### config.mk
export PLATFORM = sky130hd
export DESIGN_NAME = button_click_classifier_unit_flat
export DESIGN_NICKNAME = d
export VERILOG_FILES = /design/src/bcc_pkg.sv /design/src/bcc_if.sv /design/src/bcc_cfg_regs.sv /design/src/bcc_core.sv /design/src/button_click_classifier_unit.sv /design/src/flat_wrapper.sv
export SDC_FILE = /design/constraint.sdc
export NUM_CORES = 1
export LEC_CHECK = 0
export BUFFER_PORTS_ARGS = -buffer_cell sky130_fd_sc_hd__buf_2
export CORE_AREA = 2 2 138 173
export DETAILED_ROUTE_END_ITERATION = 7
export DIE_AREA = 0 0 140 175
export PLACE_DENSITY = 0.74
export REMOVE_ABC_BUFFERS = 1
export SLEW_MARGIN = 20
export SYNTH_ARGS = -nofsm -noshare
export SYNTH_HDL_FRONTEND = slang
export SYNTH_HIERARCHICAL = 1
export SYNTH_SLANG_ARGS = --single-unit
### constraint.sdc
create_clock -name clk -period 5.16 [get_ports clk]
set_input_delay 0.258 -clock clk [delete_from_list [all_inputs] [get_ports clk]]
set_output_delay 0.258 -clock clk [all_outputs]
set_load 0.05 [all_outputs]
### src/bcc_pkg.sv
// ----------------------------------------------------------------------------
// bcc_pkg
// Shared types and constants of the button click classifier.
// ----------------------------------------------------------------------------
package bcc_pkg;

	localparam int unsigned TimeW = 32;
	localparam int unsigned CfgW  = 16;
	localparam int unsigned IdxW  = 2;

	// result and phase codes
	typedef enum logic [3:0] {
		CODE_FILTERED    = 4'd0,
		CODE_IDLE        = 4'd1,
		CODE_PRESS1      = 4'd2,
		CODE_HOLD1       = 4'd3,
		CODE_RELEASE1    = 4'd4,
		CODE_WAIT2       = 4'd5,
		CODE_PRESS2      = 4'd6,
		CODE_HOLD2       = 4'd7,
		CODE_RELEASE2    = 4'd8,
		CODE_WAIT3       = 4'd9,
		CODE_LONGPRESS   = 4'd10,
		CODE_LONGHOLD    = 4'd11,
		CODE_LONGRELEASE = 4'd12
	} code_t;

	// configuration register indexes
	localparam logic [IdxW-1:0] REG_CHATTER    = 2'd0;
	localparam logic [IdxW-1:0] REG_HOLD_LIMIT = 2'd1;
	localparam logic [IdxW-1:0] REG_WAIT_LIMIT = 2'd2;

	localparam logic [CfgW-1:0] CHATTER_RST    = 16'd20;
	localparam logic [CfgW-1:0] HOLD_LIMIT_RST = 16'd1000;
	localparam logic [CfgW-1:0] WAIT_LIMIT_RST = 16'd300;

	typedef struct packed {
		logic [CfgW-1:0] chatter_ms;
		logic [CfgW-1:0] hold_limit_ms;
		logic [CfgW-1:0] wait_limit_ms;
	} cfg_t;

	typedef struct packed {
		logic             level_high;
		logic [TimeW-1:0] now_ms;
	} sample_t;

endpackage

### src/bcc_if.sv
// ----------------------------------------------------------------------------
// bcc interfaces
// Sample, result and configuration channels of the button click classifier.
// ----------------------------------------------------------------------------
interface bcc_in_if import bcc_pkg::*; ();
	logic             valid;
	logic             ready;
	logic             level_high;
	logic [TimeW-1:0] now_ms;

	modport source (output valid, level_high, now_ms, input ready);
	modport sink (input valid, level_high, now_ms, output ready);
endinterface

interface bcc_out_if import bcc_pkg::*; ();
	logic       valid;
	logic       ready;
	logic [3:0] state_code;

	modport source (output valid, state_code, input ready);
	modport sink (input valid, state_code, output ready);
endinterface

interface bcc_cfg_if import bcc_pkg::*; ();
	logic            valid;
	logic            ready;
	logic [IdxW-1:0] index;
	logic [CfgW-1:0] data;

	modport source (output valid, index, data, input ready);
	modport sink (input valid, index, data, output ready);
endinterface

### src/bcc_cfg_regs.sv
// ----------------------------------------------------------------------------
// bcc_cfg_regs
// Configuration registers: debounce gap, long press time, double click wait.
// ----------------------------------------------------------------------------
module bcc_cfg_regs
	import bcc_pkg::*;
(
	input  logic           clk,
	input  logic           arst_n,
	bcc_cfg_if.sink        cfg,
	output cfg_t           cfg_q
);

	assign cfg.ready = 1'b1;

	always_ff @(posedge clk or negedge arst_n) begin
		if (!arst_n) begin
			cfg_q.chatter_ms    <= CHATTER_RST;
			cfg_q.hold_limit_ms <= HOLD_LIMIT_RST;
			cfg_q.wait_limit_ms <= WAIT_LIMIT_RST;
		end else if (cfg.valid) begin
			// writes beyond the last register are dropped
			unique case (cfg.index)
				REG_CHATTER:    cfg_q.chatter_ms    <= cfg.data;
				REG_HOLD_LIMIT: cfg_q.hold_limit_ms <= cfg.data;
				REG_WAIT_LIMIT: cfg_q.wait_limit_ms <= cfg.data;
				default: begin
				end
			endcase
		end
	end

endmodule

### src/bcc_core.sv
// ----------------------------------------------------------------------------
// bcc_core
// Debounce gate and press/hold/release phase machine, one sample per cycle while step is set.
// ----------------------------------------------------------------------------
module bcc_core
	import bcc_pkg::*;
(
	input  logic    clk,
	input  logic    arst_n,
	input  cfg_t    cfg_q,
	input  logic    step,
	input  sample_t smp,
	output code_t   code
);

	code_t            phase_q;
	logic [TimeW-1:0] last_accept_q;
	logic [TimeW-1:0] phase_start_q;

	logic [TimeW-1:0] gap;
	logic [TimeW-1:0] elapsed;
	logic             take;
	logic             hold_over;
	logic             wait_over;
	logic             restart;
	code_t            next_phase;

	assign gap       = smp.now_ms - last_accept_q;
	assign elapsed   = smp.now_ms - phase_start_q;
	assign take      = gap > {{(TimeW-CfgW){1'b0}}, cfg_q.chatter_ms};
	assign hold_over = elapsed > {{(TimeW-CfgW){1'b0}}, cfg_q.hold_limit_ms};
	assign wait_over = elapsed > {{(TimeW-CfgW){1'b0}}, cfg_q.wait_limit_ms};

	always_comb begin
		next_phase = CODE_IDLE;
		restart    = 1'b0;
		unique case (phase_q)
			CODE_IDLE: next_phase = smp.level_high ? CODE_PRESS1 : CODE_IDLE;
			CODE_PRESS1: begin
				next_phase = smp.level_high ? CODE_HOLD1 : CODE_RELEASE1;
				restart    = smp.level_high;
			end
			CODE_HOLD1: begin
				if (!smp.level_high) next_phase = CODE_RELEASE1;
				else next_phase = hold_over ? CODE_LONGPRESS : CODE_HOLD1;
			end
			CODE_RELEASE1: begin
				next_phase = smp.level_high ? CODE_PRESS2 : CODE_WAIT2;
				restart    = !smp.level_high;
			end
			CODE_WAIT2, CODE_WAIT3: begin
				if (smp.level_high) next_phase = CODE_PRESS2;
				else next_phase = wait_over ? CODE_IDLE : phase_q;
			end
			CODE_PRESS2: begin
				next_phase = smp.level_high ? CODE_HOLD2 : CODE_RELEASE2;
				restart    = smp.level_high;
			end
			CODE_HOLD2: begin
				if (!smp.level_high) next_phase = CODE_RELEASE2;
				else next_phase = hold_over ? CODE_LONGPRESS : CODE_HOLD2;
			end
			CODE_RELEASE2: begin
				next_phase = smp.level_high ? CODE_PRESS2 : CODE_WAIT3;
				restart    = !smp.level_high;
			end
			CODE_LONGPRESS, CODE_LONGHOLD:
				next_phase = smp.level_high ? CODE_LONGHOLD : CODE_LONGRELEASE;
			CODE_LONGRELEASE: next_phase = smp.level_high ? CODE_PRESS1 : CODE_IDLE;
			default: next_phase = CODE_IDLE;
		endcase
	end

	assign code = take ? next_phase : CODE_FILTERED;

	always_ff @(posedge clk or negedge arst_n) begin
		if (!arst_n) begin
			phase_q       <= CODE_IDLE;
			last_accept_q <= '0;
			phase_start_q <= '0;
		end else if (step && take) begin
			phase_q       <= next_phase;
			last_accept_q <= smp.now_ms;
			if (restart) phase_start_q <= smp.now_ms;
		end
	end

`ifndef SYNTHESIS
	// filtered samples leave the machine alone
	a_filter_no_change: assert property (@(posedge clk) disable iff (!arst_n)
		(step && !take) |=> ($stable(phase_q) && $stable(last_accept_q)
			&& $stable(phase_start_q)))
		else $error("filtered sample changed state");

	// the phase register never holds the filtered code
	a_phase_not_filtered: assert property (@(posedge clk) disable iff (!arst_n)
		phase_q != CODE_FILTERED)
		else $error("phase holds filtered code");

	// an accepted sample records its timestamp
	a_last_accept: assert property (@(posedge clk) disable iff (!arst_n)
		(step && take) |=> (last_accept_q == $past(smp.now_ms)))
		else $error("last accepted time not recorded");

	// the timer restarts only on entry into a hold or wait phase
	a_restart_target: assert property (@(posedge clk) disable iff (!arst_n)
		(step && take && restart) |=> (phase_q == CODE_HOLD1 || phase_q == CODE_HOLD2
			|| phase_q == CODE_WAIT2 || phase_q == CODE_WAIT3))
		else $error("timer restart on wrong transition");
`endif

endmodule

### src/button_click_classifier_unit.sv
// ----------------------------------------------------------------------------
// button_click_classifier_unit
// Button press classifier: debounce gate and phase machine between an input
// register and a result register.
// ----------------------------------------------------------------------------
// path: an accepted sample is registered in stage 1, its result code in stage 2
// throughput: one sample per cycle while the result side is ready
// a stalled result fills both stages, then the sample channel is held off
// reset: asynchronous active low; config to 20/1000/300 ms, phase idle,
// timestamps zero, both pipeline stages empty
module button_click_classifier_unit
	import bcc_pkg::*;
(
	input  logic     clk,
	input  logic     arst_n,
	bcc_in_if.sink   sample,
	bcc_out_if.source result,
	bcc_cfg_if.sink  cfg
);

	cfg_t    cfg_q;
	logic    valid_s1;
	sample_t smp_s1;
	logic    valid_s2;
	code_t   code_s2;
	code_t   code;
	logic    advance;

	bcc_cfg_regs u_cfg (
		.clk    (clk),
		.arst_n (arst_n),
		.cfg    (cfg),
		.cfg_q  (cfg_q)
	);

	// stage 1 moves on when the result register is free or being drained
	assign advance      = valid_s1 && (!valid_s2 || result.ready);
	assign sample.ready = !valid_s1 || advance;

	bcc_core u_core (
		.clk    (clk),
		.arst_n (arst_n),
		.cfg_q  (cfg_q),
		.step   (advance),
		.smp    (smp_s1),
		.code   (code)
	);

	always_ff @(posedge clk or negedge arst_n) begin
		if (!arst_n) begin
			valid_s1 <= 1'b0;
		end else if (sample.ready) begin
			valid_s1 <= sample.valid;
		end
	end

	always_ff @(posedge clk) begin
		if (sample.ready && sample.valid) begin
			smp_s1.level_high <= sample.level_high;
			smp_s1.now_ms     <= sample.now_ms;
		end
	end

	always_ff @(posedge clk or negedge arst_n) begin
		if (!arst_n) begin
			valid_s2 <= 1'b0;
		end else if (advance) begin
			valid_s2 <= 1'b1;
		end else if (result.ready) begin
			valid_s2 <= 1'b0;
		end
	end

	always_ff @(posedge clk) begin
		if (advance) code_s2 <= code;
	end

	assign result.valid      = valid_s2;
	assign result.state_code = code_s2;

`ifndef SYNTHESIS
	// a sample moving out of stage 1 always lands in the result register
	a_advance_fills: assert property (@(posedge clk) disable iff (!arst_n)
		advance |=> valid_s2)
		else $error("advanced transaction lost");

	// an empty input stage never stalls the sample channel
	a_empty_ready: assert property (@(posedge clk) disable iff (!arst_n)
		!valid_s1 |-> sample.ready)
		else $error("input stalled while empty");

	// stage 1 never advances into an occupied, stalled result register
	a_no_overwrite: assert property (@(posedge clk) disable iff (!arst_n)
		(valid_s2 && !result.ready) |-> !advance)
		else $error("result overwritten");

	// result codes stay within the defined range
	a_code_range: assert property (@(posedge clk) disable iff (!arst_n)
		valid_s2 |-> (code_s2 <= CODE_LONGRELEASE))
		else $error("result code out of range");
`endif

endmodule

### src/flat_wrapper.sv
// flat-port wrapper written by rule: the top's interface ports become plain ports
module button_click_classifier_unit_flat import bcc_pkg::*;
  (clk, arst_n, sample_valid, sample_level_high, sample_now_ms, sample_ready, result_valid, result_state_code, result_ready, cfg_valid, cfg_index, cfg_data, cfg_ready);
  bcc_in_if sample_i ();
  bcc_out_if result_i ();
  bcc_cfg_if cfg_i ();
  input  logic clk;
  input  logic arst_n;
  input wire logic [$bits(sample_i.valid)-1:0] sample_valid;
  input wire logic [$bits(sample_i.level_high)-1:0] sample_level_high;
  input wire logic [$bits(sample_i.now_ms)-1:0] sample_now_ms;
  output wire logic [$bits(sample_i.ready)-1:0] sample_ready;
  output wire logic [$bits(result_i.valid)-1:0] result_valid;
  output wire logic [$bits(result_i.state_code)-1:0] result_state_code;
  input wire logic [$bits(result_i.ready)-1:0] result_ready;
  input wire logic [$bits(cfg_i.valid)-1:0] cfg_valid;
  input wire logic [$bits(cfg_i.index)-1:0] cfg_index;
  input wire logic [$bits(cfg_i.data)-1:0] cfg_data;
  output wire logic [$bits(cfg_i.ready)-1:0] cfg_ready;
  assign sample_i.valid = sample_valid;
  assign sample_i.level_high = sample_level_high;
  assign sample_i.now_ms = sample_now_ms;
  assign sample_ready = sample_i.ready;
  assign result_valid = result_i.valid;
  assign result_state_code = result_i.state_code;
  assign result_i.ready = result_ready;
  assign cfg_i.valid = cfg_valid;
  assign cfg_i.index = cfg_index;
  assign cfg_i.data = cfg_data;
  assign cfg_ready = cfg_i.ready;
  button_click_classifier_unit u_core (.clk(clk), .arst_n(arst_n), .sample(sample_i), .result(result_i), .cfg(cfg_i));
endmodule
* After elaboration in Yosys (flattened, before gate mapping)
Cells that the tools add are included.
** Storage, ports and cells
- Input port bits :: 56
- Word-level logic and storage cells :: 65
- Output and inout port bits :: 7
- Register bits :: 155
** Operators by class
- Reductions and logical operators :: 19
- Equal/unequal tests :: 14
- Muxes and demuxes :: 16
- Add/subtract/negate cells :: 2
- Order comparisons :: 3
** Operators by type and width (count)
- $gt 32x16->1 :: 3
- $sub 32x32->32 :: 2
- $pmux 4 s9 :: 1
- $mux 4 :: 8
- $eq 4x4->1 const B :: 5
- $eq 4x3->1 const B :: 4
- $reduce_or 2->1 :: 5
- $eq 4x2->1 const B :: 2
- $reduce_and 2->1 :: 4
- $mux 3 :: 2
- $eq 4x1->1 const B :: 1
- $mux 2 :: 2
- $logic_and 1x1->1 :: 3
- $logic_not 1->1 :: 3
- $eq 2x1->1 const B :: 1
- $eq 2x2->1 const B :: 1
- $logic_not 2->1 :: 1
- $logic_or 1x1->1 :: 2
- $mux 1 :: 2
- $pmux 1 s2 :: 1
- $reduce_bool 2->1 :: 1

* Longest topological paths before layout
- Word-level depth :: 5
- Mapped depth :: 23
- Gate-level depth less buffers :: 22

* Hierarchy
The synthesis kept the hierarchy.
** By module, submodules not included
- bcc_core :: cells an instance 1039, times used 1, sequential area each 1702.9 µm², area an instance 8200.4 µm²
- bcc_cfg_regs :: cells an instance 104, times used 1, sequential area each 1216.2 µm², area an instance 1841.8 µm²
- button_click_classifier_unit :: cells an instance 45, times used 1, sequential area each 1161.1 µm², area an instance 1214.9 µm²

* Worst setup path before layout
Ideal clock, no wire load.
- Kind :: flip-flop to flip-flop
- Start point :: register u_core/smp_s1[0] (netlist bit)
- End point :: register u_core.u_core.phase_start_q[21]
- Path buffers :: 1
- Data arrival time :: 4.747 ns
- Setup time :: 0.127 ns
- Required time :: 5.033 ns
- Clock period less this slack :: 4.874 ns
- Path slack :: 0.286 ns
- Cell stages (with the launch flop) :: 23
- Path through :: edfxtp_1 inv_1 ha_1 inv_1 fa_1 a211oi_1 o21bai_1 a21oi_1 o21bai_1 a21oi_1 o21bai_1 a21oi_1 xnor2_1 ha_1 nand4_1 nor4_1 o21ai_0 or4b_1 nor4b_2 a41oi_4 nand3_4 buf_6 mux2_1
** Between the ends
- Word-level cells in the longest chain between the ends :: 4
** Ends and longest elaborated chain
- start, declared :: RTL line button_click_classifier_unit.sv:23 : sample_t smp_s1;
- $sub 32x32->32 :: RTL line bcc_core.sv:28 : assign gap = smp.now_ms - last_accept_q;
- $gt 32x16->1 :: RTL line bcc_core.sv:30 : assign take = gap > {{(TimeW-CfgW){1'b0}}, cfg_q.chatter_ms};
- $logic_and 1x1->1 :: RTL line bcc_core.sv:81 : end else if (step && take) begin
- $reduce_and 2->1 (no line)
- end signal, assigned :: RTL line bcc_core.sv:84 : if (restart) phase_start_q <= smp.now_ms;
- end, declared :: RTL line bcc_core.sv:18 : logic [TimeW-1:0] phase_start_q;
No other way between the ends.
A chain may end at the register's enable or synchronous reset.

* Worst setup path in the final report
- Start point :: register u_core/smp_s1[0] (netlist bit)
- End point :: register u_core.u_core.phase_start_q[25]
Same word-level chain as after synthesis.

==> summary.md <==
| Metric | Value |
|---|---|
| Status | finished, violations left |
| Failing checks | design-rule violations, negative hold slack |
| Cts bufs inserted | 17 |
| Final Slew Violations | 0 |
| Final ANT Viol Nets | 0 |
| Gr usage total | 23.0% |
| Primary FF master, synth | dfrtp_1 |
| Final worst slack | 0.158 ns |
| Post-synth EDFFs | 37 |
| WL met2 | 14500 µm |
| Crit Reg-Reg Startpoint | u_core/smp_s1[0] |
| # H-tree levels | 4 |
| Drt pass-1 iters | 8 |
| CP arrival | between 5 and 6 ns |
| Most common cell after layout, fill and taps aside | inv_1 |
| Highest routed layer | met4 |
| Final setup TNS | 0 ns |
| Worst slack, placed | -0.149 ns |
| Actual slew at the worst max-slew pin | around 0.95 ns |
| Tcrit/Tclk final | 96.9% |
| Gate Count Post-Synth | 1188 |
| DPL Wire Length | 21300 µm |
| Die width | approximately 140 µm |
| Util after Layout | 56.9% |
| Max FO, Critical Path | 7 |
| Grt ovf | 0 |
| Worst Setup SP | u_core/smp_s1[0] |
| Crit-path leading delay family | simple AND/OR/NAND/NOR gates |
| Routability cong. | just over 0.9 |
| Mapped Area | ~11000 µm² |
| Die area | 24500 µm² |
| Critical Path Source Type | flop |
| Buf/Inv on CP | 4 |
| IO Pins | 63 |
| Antenna violations before repair | 0 |
| Reg2reg setup slack | approximately 0.16 ns |
| Worst Hold Class | in -> async |
| DR iter-0 viols | about 660 |
| Worst R2R End | u_core/u_core/phase_start_q[25] |
| First-pass GRT wire length | roughly 45000 µm |
| RSZ-0062 raised after global routing | yes |
| Worst setup path end | u_core/u_core/phase_start_q[25] |
| DR vias/cell | 5.91 |
| Number of global-route vias before repair | around 9000 |
| Synth area leaders | dfrtp_1, ha_1, edfxtp_1 |
| Initial Util | 49.2% |
| IO Port Bufs | 61 |
| Commonest non-fill, non-tap cells in the layout | inv_1, ha_1, dfrtp_1, nand2_1, a21oi_1 |
| Final net count | 1455 |
| Wire length on met1 | ~12000 µm |
| Minimum clock period | 5.00 ns |
| Leakage power | 5.94 nW |
| Leading area contributor after synthesis | dfrtp_1 |
| Count of final hold-check violations | 27 |
| Sink Count | around 160 |
| Slowest stage cell, crit path | or4b_4 |
| DR vias | 9386 |
| Final setup fails | 0 |
| WL met3 | 1050 µm |
| Synth cell types | 90 |
| Worst hold slack | -0.0354 ns |
| Largest stage delay, worst path | 0.52 ns |
| Worst Skew | between 0.009 and 0.01 ns |
| PwrDens | 513 nW/µm² |
| Clock Pin Slew Worst Setup and Hold Paths | about 0.070 ns |
| Max Fclk | 200 MHz |
| CP Cell Sequence | inv_2 -> ha_4 -> inv_2 -> fa_2 -> a211oi_2 -> o21bai_1 -> a21oi_2 -> o21bai_1 -> a21oi_2 -> o21bai_1 -> a21oi_1 -> xnor2_1 -> ha_1 -> nand4_1 -> buf_4 -> nor4_4 -> nor2_1 -> o21ai_1 -> or4b_4 -> nor4b_4 -> a41oi_4 -> nand3_4 -> clkbuf_16 -> mux2_1 |
| Die extent in y | between 150 and 200 µm |
| Post-placement cell count | 1520 |
| Area delta synth->final | 15.6% |
| Clock Path Buffers | 2 |
| WL/cell | 17.9 µm |
| R2R depth | 24 |
| Final wirelength | 28400 µm |
| Syn Area/Cell | 9.48 µm² |
| DRC | 4 |
| Max-Cap Viols | 0 |
| CP Capture Type | flop |
| Root buf cell | clkbuf_16 |
| Antenna diodes | 0 |
| Largest net degree at the start of global routing | 74 |
| Worst VDD drop | 259 µV |
| CTS tree | done |
| Rows | 62 |
| CP required | 5.48 ns |
| WS Path Type | reg -> reg |
| #FFs+latches synth | 155 |
| Max-slew headroom | 36.7% |
| Worst skew pair latency | between 0.4 and 0.5 ns |
| Non-filler cells in the finished layout | 1588 |
| YS warnings | 6 |
| Crit path depth | 24 |
| Top-area cell type share of the netlist area | 23.3% |
| Cell mode on critical path | o21bai_1 |
| Ys async rst share | 76.1% |
| Layout cells sized above 1 | 18.8% |
| Seq/Total Area, Yosys | 36.2% |
| Core Box Area | 22900 µm² |
==> registers in the layout (all words and copies together), names as in the netlist <==
name	count
u_core/result.state_code	4
u_core/u_core/last_accept_q	32
u_core/valid_s1	1
u_core/u_core/phase_start_q	32
u_core/smp_s1	33
u_core/u_cfg/cfg_q	48
u_core/result.valid	1
u_core/u_core/phase_q	4
==> power by group <==
| part | switching [W] | internal [W] |
|---|---|---|
| Clock | 0.000548 | 0.000639 |
| Combinational | 0.00217 | 0.00158 |
| Sequential | 0.000185 | 0.00156 |
==> cell usage after synthesis (18+ instances only) <==
library cell  instances
dfrtp_1             105
clkbuf_1             27
mux2_1               30
edfxtp_1             37
ha_1                110
nand3_1              18
nand4_1              30
xnor2_1              22
nor3_1               19
a21o_1               24
a21oi_1              88
inv_1               130
nor2_1               50
o21ai_0              87
mux2_2               52
nand2_1              88
==> worst register-to-register path: stages, from the launching register on <==
cell,delay [ns]
edfxtp_1,0.40
inv_2,0.10
ha_4,0.14
inv_2,0.03
fa_2,0.34
a211oi_2,0.26
o21bai_1,0.11
a21oi_2,0.15
o21bai_1,0.09
a21oi_2,0.15
o21bai_1,0.08
a21oi_1,0.17
xnor2_1,0.09
ha_1,0.28
nand4_1,0.11
buf_4,0.17
nor4_4,0.20
nor2_1,0.07
o21ai_1,0.14
or4b_4,0.52
nor4b_4,0.34
a41oi_4,0.19
nand3_4,0.24
clkbuf_16,0.21
mux2_1,0.31
==> worst min path at each step <==
stage                                 start                      to  slack [ns]  depth (start not counted)
after floorplan                      arst_n     u_core/result.valid       -0.04                          0
after global placement    sample_now_ms[22]       u_core/smp_s1[22]        0.43                          1
after detailed placement  sample_now_ms[25]       u_core/smp_s1[25]        0.44                          1
after CTS                            arst_n  u_core/u_cfg/cfg_q[18]      0.0008                          1
after global routing      sample_now_ms[20]       u_core/smp_s1[20]     0.00001                          1
final                                arst_n  u_core/u_cfg/cfg_q[18]       -0.04                          1
==> routing by layer <==
| layer | global-route usage, % | vias to the layer above |
|---|---|---|
| li1 | - | 4541 |
| met3 | 3.04 | 50 |
| met1 | 28.1 | 4531 |
| met4 | 8.29 | 0 |
| met5 | 0 | - |
| met2 | 41.4 | 264 |
==> what timing repair did <==
action                                  in CTS  in global routing
endpoints found under the hold margin       28                  0
endpoints found under the setup margin      35                 68
hold buffers                                28                  0
resized for setup                            4                 42
buffers inserted                             0                  6
gates cloned                                 0                  2
pin swaps                                    1                 15
==> kinds of logic (layout without fill, tap and decap cells) <==
group	Yosys count	count (layout)	synth area share [%]
simple gates	280	280	12.8
other cells	1	1	0.0333
flops	155	155	36.2
buf+inv	172	284	6.24
compound gates	341	341	20.3
xor+xnor	36	36	2.80
mux	91	91	9.00
fa+ha+maj	112	112	12.6
==> final cells by class <==
type | count | area (µm²)
fillers | 1990 | 9870
multi-input cells | 861 | 6640
flip-flops and latches | 155 | 4080
repair buffers | 121 | 905
inverters | 131 | 492
clock buffers | 18 | 439
well taps | 288 | 360
clock inverters | 14 | 106
==> per-stage QoR <==
step           instance area, µm²  total power [W]
2_1_floorplan               11000          0.00433
3_3_place_gp                11900          0.00518
3_5_place_dp                11900          0.00527
4_1_cts                     12800          0.00651
5_1_grt                     13000          0.00718
6_report                    13000          0.00668
No activity file was read; power rests on OpenSTA's default activity.
